### src/rtl/sorted_priority_queue_assert.svh
// ----------------------------------------------------------------------------
// sorted priority queue assertion macros
// concurrent checks used at the end of the top level
// ----------------------------------------------------------------------------
`ifndef SORTED_PRIORITY_QUEUE_ASSERT_SVH
`define SORTED_PRIORITY_QUEUE_ASSERT_SVH

// antecedent implies consequent in the same cycle
`define SPQ_ASSERT_SAME(name, clk, rst_n, ante, cons, msg) \
  name: assert property (@(posedge clk) disable iff (!rst_n) (ante) |-> (cons)) \
    else $error(msg);

// antecedent implies consequent in the next cycle
`define SPQ_ASSERT_NEXT(name, clk, rst_n, ante, cons, msg) \
  name: assert property (@(posedge clk) disable iff (!rst_n) (ante) |=> (cons)) \
    else $error(msg);

`endif

### src/rtl/spq_pkg.sv
`timescale 1ns / 1ps
// ----------------------------------------------------------------------------
// spq_pkg
// shared types and codes of the sorted priority queue
// ----------------------------------------------------------------------------
package spq_pkg;

  localparam int VALUE_W = 32;
  localparam int PRIO_W  = 16;
  localparam int COUNT_W = 5;
  localparam int STAT_W  = 2;
  localparam int CAP_W   = 5;

  localparam logic [CAP_W-1:0] CAP_RESET = 5'd16;

  // request kinds
  localparam logic REQ_PUSH = 1'b0;
  localparam logic REQ_POP  = 1'b1;

  // status codes
  localparam logic [STAT_W-1:0] ST_OK       = 2'd0;
  localparam logic [STAT_W-1:0] ST_OVERFLOW = 2'd1;
  localparam logic [STAT_W-1:0] ST_EMPTY    = 2'd2;

  typedef struct packed {
    logic signed [PRIO_W-1:0]  prio;
    logic signed [VALUE_W-1:0] value;
  } entry_t;

  typedef enum logic [1:0] {
    CELL_HOLD,
    CELL_PUSH,
    CELL_POP
  } cell_op_t;

  // broadcast to every cell of the row
  typedef struct packed {
    cell_op_t op;
    entry_t   entry;
  } cell_cmd_t;

endpackage

### src/rtl/spq_cell.sv
`timescale 1ns / 1ps
// ----------------------------------------------------------------------------
// spq_cell
// one slot of the sorted row: compares against a pushed priority and
// shifts toward the tail on insert or toward the head on pop
// ----------------------------------------------------------------------------
module spq_cell
  import spq_pkg::*;
(
  input  logic      clk,
  input  cell_cmd_t cmd,
  input  logic      occupied,    // slot index below the held count
  input  logic      prev_ge,     // head-side neighbor keeps its place
  input  entry_t    prev_entry,  // head-side neighbor's entry
  input  entry_t    next_entry,  // tail-side neighbor's entry
  output entry_t    entry,
  output logic      ge           // this slot keeps its place on a push
);

  entry_t entry_r;
  entry_t entry_nxt;

  assign entry = entry_r;
  assign ge    = occupied && (entry_r.prio >= cmd.entry.prio);

  always_comb begin
    entry_nxt = entry_r;
    unique case (cmd.op)
      CELL_PUSH: begin
        if (!ge) begin
          entry_nxt = prev_ge ? cmd.entry : prev_entry;
        end
      end
      CELL_POP: begin
        entry_nxt = next_entry;
      end
      default: begin
        entry_nxt = entry_r;
      end
    endcase
  end

  always_ff @(posedge clk) begin
    entry_r <= entry_nxt;
  end

endmodule

### src/rtl/sorted_priority_queue.sv
`timescale 1ns / 1ps
// ----------------------------------------------------------------------------
// sorted_priority_queue
// priority queue held as a row of cells sorted by priority, head first
// ----------------------------------------------------------------------------
//  channel  dir  handshake            payload
//  in_      in   in_tvalid/tready     tuser: req_type, tdata: value, priority
//  out_     out  out_tvalid/tready    tuser: status, tdata: value, priority, count
//  cfg_     in   cfg_valid/ready      cfg_data: capacity
//
//  one transaction per cycle: every cell compares the pushed priority and
//  shifts in the same cycle, the result lands in the output register next edge
//  a new request is taken while the output register is empty or being drained
//  rst_n (synchronous) empties the queue and sets capacity to 16
//  stored entries are not cleared; only slots below the count are ever read
// ----------------------------------------------------------------------------
module sorted_priority_queue
  import spq_pkg::*;
#(
  parameter int DEPTH = 16
) (
  input  logic        clk,
  input  logic        rst_n,

  input  logic        in_tvalid,
  output logic        in_tready,
  input  logic [47:0] in_tdata,   // [31:0] value, [47:32] priority_req
  input  logic [0:0]  in_tuser,   // [0] req_type

  output logic        out_tvalid,
  input  logic        out_tready,
  output logic [55:0] out_tdata,  // [31:0] out_value, [47:32] out_priority, [52:48] count
  output logic [1:0]  out_tuser,  // [1:0] status

  input  logic        cfg_valid,
  output logic        cfg_ready,
  input  logic [4:0]  cfg_data    // capacity
);

  localparam int CNT_W = $clog2(DEPTH + 1);
  localparam int CMP_W = (CNT_W > CAP_W) ? CNT_W : CAP_W;

  // control state
  logic [CNT_W-1:0]  count_r, count_nxt;
  logic [CAP_W-1:0]  cap_r;
  logic              out_valid_r;

  // output payload
  logic [STAT_W-1:0]  out_status_r, out_status_nxt;
  logic [VALUE_W-1:0] out_value_r, out_value_nxt;
  logic [PRIO_W-1:0]  out_prio_r, out_prio_nxt;
  logic [COUNT_W-1:0] out_count_r;

  // cell row
  cell_cmd_t       cmd;
  entry_t          cell_entry [DEPTH];
  logic [DEPTH-1:0] cell_ge;
  logic [DEPTH-1:0] occupied;

  logic in_acc;
  logic req_pop;
  logic full;
  logic empty;

  assign in_tready = !out_valid_r || out_tready;
  assign in_acc    = in_tvalid && in_tready;
  assign req_pop   = (in_tuser[0] == REQ_POP);
  assign cfg_ready = 1'b1;

  // capacity above the row length is clipped to the row
  assign full  = (CMP_W'(count_r) >= CMP_W'(cap_r)) || (count_r == CNT_W'(DEPTH));
  assign empty = (count_r == '0);

  // request decode into a broadcast cell command
  always_comb begin
    cmd.op          = CELL_HOLD;
    cmd.entry.value = in_tdata[31:0];
    cmd.entry.prio  = in_tdata[47:32];
    count_nxt       = count_r;
    out_status_nxt  = ST_OK;
    out_value_nxt   = '0;
    out_prio_nxt    = '0;
    if (req_pop) begin
      if (empty) begin
        out_status_nxt = ST_EMPTY;
      end else begin
        cmd.op        = in_acc ? CELL_POP : CELL_HOLD;
        out_value_nxt = cell_entry[0].value;
        out_prio_nxt  = cell_entry[0].prio;
        count_nxt     = count_r - 1'b1;
      end
    end else begin
      if (full) begin
        out_status_nxt = ST_OVERFLOW;
      end else begin
        cmd.op    = in_acc ? CELL_PUSH : CELL_HOLD;
        count_nxt = count_r + 1'b1;
      end
    end
  end

  // row of cells, head at index 0
  for (genvar i = 0; i < DEPTH; i++) begin : g_cell
    assign occupied[i] = (CNT_W'(i) < count_r);

    if (i == 0) begin : g_head
      spq_cell u_cell (
        .clk        (clk),
        .cmd        (cmd),
        .occupied   (occupied[i]),
        .prev_ge    (1'b1),
        .prev_entry (cmd.entry),
        .next_entry (cell_entry[i+1]),
        .entry      (cell_entry[i]),
        .ge         (cell_ge[i])
      );
    end else if (i == DEPTH - 1) begin : g_tail
      spq_cell u_cell (
        .clk        (clk),
        .cmd        (cmd),
        .occupied   (occupied[i]),
        .prev_ge    (cell_ge[i-1]),
        .prev_entry (cell_entry[i-1]),
        .next_entry (cell_entry[i]),
        .entry      (cell_entry[i]),
        .ge         (cell_ge[i])
      );
    end else begin : g_mid
      spq_cell u_cell (
        .clk        (clk),
        .cmd        (cmd),
        .occupied   (occupied[i]),
        .prev_ge    (cell_ge[i-1]),
        .prev_entry (cell_entry[i-1]),
        .next_entry (cell_entry[i+1]),
        .entry      (cell_entry[i]),
        .ge         (cell_ge[i])
      );
    end
  end

  // count, capacity and output valid
  always_ff @(posedge clk) begin
    if (!rst_n) begin
      count_r     <= '0;
      cap_r       <= CAP_RESET;
      out_valid_r <= 1'b0;
    end else begin
      if (cfg_valid) begin
        cap_r <= cfg_data;
      end
      if (in_acc) begin
        count_r     <= count_nxt;
        out_valid_r <= 1'b1;
      end else if (out_tready) begin
        out_valid_r <= 1'b0;
      end
    end
  end

  // result payload, loaded with each accepted transaction
  always_ff @(posedge clk) begin
    if (in_acc) begin
      out_status_r <= out_status_nxt;
      out_value_r  <= out_value_nxt;
      out_prio_r   <= out_prio_nxt;
      out_count_r  <= COUNT_W'(count_nxt);
    end
  end

  assign out_tvalid = out_valid_r;
  assign out_tuser  = out_status_r;
  assign out_tdata  = {3'b000, out_count_r, out_prio_r, out_value_r};

  // --------------------------------------------------------------------------
  // assertions
  // --------------------------------------------------------------------------
  `include "sorted_priority_queue_assert.svh"

  `SPQ_ASSERT_SAME(a_count_bound, clk, rst_n, 1'b1, count_r <= CNT_W'(DEPTH), "count above depth")
  `SPQ_ASSERT_NEXT(a_push_grows, clk, rst_n, in_acc && !req_pop && !full, count_r == CNT_W'($past(count_r) + 1'b1), "push did not grow count")
  `SPQ_ASSERT_NEXT(a_pop_ok, clk, rst_n, in_acc && req_pop && !empty, out_tvalid && (out_tuser == ST_OK) && (out_tdata[31:0] == $past(cell_entry[0].value)), "pop result wrong")
  `SPQ_ASSERT_SAME(a_head_sorted, clk, rst_n, occupied[1], cell_entry[0].prio >= cell_entry[1].prio, "head out of order")

endmodule

### config.mk
export PLATFORM = sky130hd
export DESIGN_NAME = sorted_priority_queue
export DESIGN_NICKNAME = d
export VERILOG_FILES = /design/src/rtl/spq_pkg.sv /design/src/rtl/spq_cell.sv /design/src/rtl/sorted_priority_queue.sv
export VERILOG_INCLUDE_DIRS = /design/src /design/src/rtl
export SDC_FILE = /design/constraint.sdc
export NUM_CORES = 2
export LEC_CHECK = 0
export ABC_AREA = 0
export BUFFER_PORTS_ARGS = -buffer_cell sky130_fd_sc_hd__buf_4
export CELL_PAD_IN_SITES_DETAIL_PLACEMENT = 1
export CELL_PAD_IN_SITES_GLOBAL_PLACEMENT = 1
export CORE_AREA = 3 3 312 314
export DETAILED_ROUTE_END_ITERATION = 16
export DIE_AREA = 0 0 315 317
export PLACE_DENSITY_LB_ADDON = 0.1
export REMOVE_ABC_BUFFERS = 1
export SLEW_MARGIN = 15
export SYNTH_ARGS = -nofsm -noshare
export SYNTH_HDL_FRONTEND = slang
export SYNTH_SLANG_ARGS = --single-unit
export TNS_END_PERCENT = 10
### constraint.sdc
create_clock -name clk -period 11.6 [get_ports clk]
set_input_delay 2.9 -clock clk [delete_from_list [all_inputs] [get_ports clk]]
set_output_delay 2.9 -clock clk [all_outputs]
set_load 0.01 [all_outputs]
==> results.ini <==
[cts]
cts_resized = 0
insertion_delay_ps = 690
cts_tree = yes
cts_setup_buffers = 0
holdBufCountCts = 0
cts.path.max_buffers = 3
root_buffer = clkbuf_16
numCtsBuffers = 96
cts.clk_slew.worst_paths_ps = 60
cts_htree_levels = 3
cts_num_sinks = 834

[routing]
wl_per_cell_microns = 28.5
num_vias = 39400
finalWirelength_microns = 169000
via_per_inst = 6.64
firstDrtPassIters = 5
drt_iter0_markers = 3741
drc = 0
ant_nets = 0

[setup_path]
crit_path_end_kind = register
path_max_fanout = 48
timing.rr.end = g_cell[9].g_mid.u_cell.entry[14]
r2r_cells = 9
path_class = input port to register
arrival_ps = 7410
cp.required_ps = 11890
r2r-start = count_r[1]
rrSetupSlack_ps = 6830
start_kind = input port

[final_layout]
layout_common_cells = edfxtp_1, nand2_1, nand3_1
drive_above_1_share_pct = 9.07
final_core_util_pct = 56.1
antenna_cells = 0
mostFrequentLayoutCell = edfxtp_1
n_fill_cell = 10100
seq_area_sq_mm = 0.0249
area_delta_synth_final_pct = 10.1
multi_input_area_sq_mm = 0.0219
fin_nets = 4917

[sta]
rsz0062_at_grt = no
slew_headroom_pct = 22.2
tns_ps = 0
max_freq_ghz = 0.140
fin_crit_ps = 7120
tightest_slew_ps = 1170
layout_setup_ws_ps = 4480
finalHoldViolCount = 0
post-route-period-util_pct = 61.4
final-setup-viol-count = 0
drv_slew = 0
skew_ps = 31.7

[logic_synthesis]
synth-compound-area-share_pct = 14.6
synthArstFlopShare_pct = 0
ys_seq_elements = 834
synth.avg_cell_area_sq_um = 10.3
ys_seq_area_share_pct = 51.6
synth_top_area_cell = edfxtp_1
synth_xor_area_share_pct = 0.0544
syn_area_sq_mm = 0.0483
synthDistinctLibCells = 64
synth_warnings = 0
synthAdderAreaFrac_pct = 6.83
netlist.area_leader.share_pct = 51.1
synthCells = 4706
muxShareOfSynthArea_pct = 7.32
ys_top_cells_by_area = edfxtp_1, ha_1, mux2i_1, nand2_1, o211ai_1
synth_top_family_by_area = simple AND/OR/NAND/NOR gates
synth_top_flop_cell = edfxtp_1
synth_edf_count = 823
synth-simple-area-share_pct = 15.7

[floorplan]
ios = 120
dieArea_sq_mm = 0.0999
die_h_microns = 317
start_util_pct = 50.9
rows = 113
die_w_microns = 315
core_area_sq_mm = 0.0949

[outcome]
outcome = finished clean

[global_route]
grt_use_total_pct = 33.4
overflow = 0
first_global_vias = 40300
grt_max_degree = 179
grt_pass1_wl_microns = 254000
antenna_found_initial = 1

[min_path]
hp-start = cap_r[3]
whs_path_depth = 2
hold_path.class = register to register
holdPathEnd = cap_r[3]

[placed_design]
gp_congestion = 0.913
hpwl_microns = 102000
dp_slack_ps = 3910
port_buffers = 115

[pwr]
irDropWorstVdd_mv = 0.136
p_leak_nw = 19.2
power_density_mw_per_mm2 = 217

[run]
cap_violations = 0

==> how the worst max path moves through the flow <==
stage	from	end	slack [ps]	depth (start not counted)
floorplan	out_tready	g_cell[10].g_mid.u_cell.entry[0]	-16450	5
global placement	in_tdata[38]	g_cell[4].g_mid.u_cell.entry[7]	4000	12
CTS	in_tdata[38]	g_cell[4].g_mid.u_cell.entry[8]	4520	12
finish	in_tdata[38]	g_cell[4].g_mid.u_cell.entry[8]	4480	12
global route	in_tdata[38]	g_cell[4].g_mid.u_cell.entry[8]	4320	12
detailed placement	in_tdata[37]	g_cell[4].g_mid.u_cell.entry[7]	3910	12
==> sequential cells by signal, indices dropped and copies added, names as in the netlist <==
signal	count
out_prio_r	16
g_cell.g_head.u_cell.entry	48
g_cell.g_mid.u_cell.entry	672
out_count_r	5
count_r	5
out_tvalid	1
cap_r	5
out_tuser	2
g_cell.g_tail.u_cell.entry	48
out_value_r	32
==> cells in the mapped netlist, types with 11 or more instances <==
cell       count
and2_1        49
inv_1         58
nand3_1      358
nor3_1        14
buf_1         23
a2111oi_0     49
mux2i_1      297
dfxtp_1       11
and3_1        49
buf_4         14
nor2_1       333
o21ai_0      279
edfxtp_1     823
a21o_1        35
nand2_1      659
clkbuf_1     316
nor3b_1       47
a221oi_1      50
a31oi_1       52
a21oi_1      327
mux2_2        50
ha_1         264
nand2b_1      12
a211oi_1      20
nand4_1       52
buf_2         41
o211ai_1     253
o21ai_1       13
nor2b_1       64
==> cell families (layout without fill, tap and decap cells) <==
logic type / Yosys count / in the layout
fa+ha+maj: 264 / 264
other cells: 2 / 4
buf+inv: 459 / 415
compound gates: 1127 / 1127
xor+xnor: 3 / 3
simple gates: 1670 / 1670
flops: 834 / 834
mux: 347 / 347
==> routing by layer <==
layer | vias to the layer above | track usage (%) | part of all wire, %
met4 | 0 | 14.4 | 4.2
met5 | - | 0 | 0
li1 | 17400 | - | -
met2 | 1570 | 54.2 | 47
met3 | 368 | 4.71 | 6.8
met1 | 20000 | 45.1 | 42
==> through the flow <==
step | power (mW) | cells | hold WS, ps | instance area (sq um)
floorplan | 7.52 | 4307 | 460 | 46700
global placement | 8.22 | 5760 | 477 | 50100
detailed placement | 8.40 | 5761 | 493 | 50100
CTS | 11.5 | 5929 | 507 | 53200
global route | 12.1 | 5929 | 559 | 53200
finish | 11.5 | 5929 | 498 | 53200
==> power by group <==
part	switching, mW	internal [mW]
Sequential	0.479	4.39
Combinational	2.37	1.18
Clock	1.31	1.80
Total	4.16	7.37
==> final cells by class <==
| cell class | instances | area share, % |
|---|---|---|
| inverter | 58 | 0.414 |
| multi-input combinational | 3415 | 41.2 |
| tap | 1265 | 2.97 |
| clock inverter | 42 | 0.936 |
| clock buffer | 126 | 4.90 |
| timing repair buffer | 189 | 2.76 |
| sequential | 834 | 46.8 |
==> critical path: stages <==
cell	delay (ps)
buf_4	180
inv_1	550
ha_1	380
a41o_1	220
a21oi_1	260
nor3_1	100
nor4b_1	620
mux2i_4	320
buf_4	560
buf_4	680
o21ai_4	100
buf_4	420
Power figures use the tool's default switching activity.
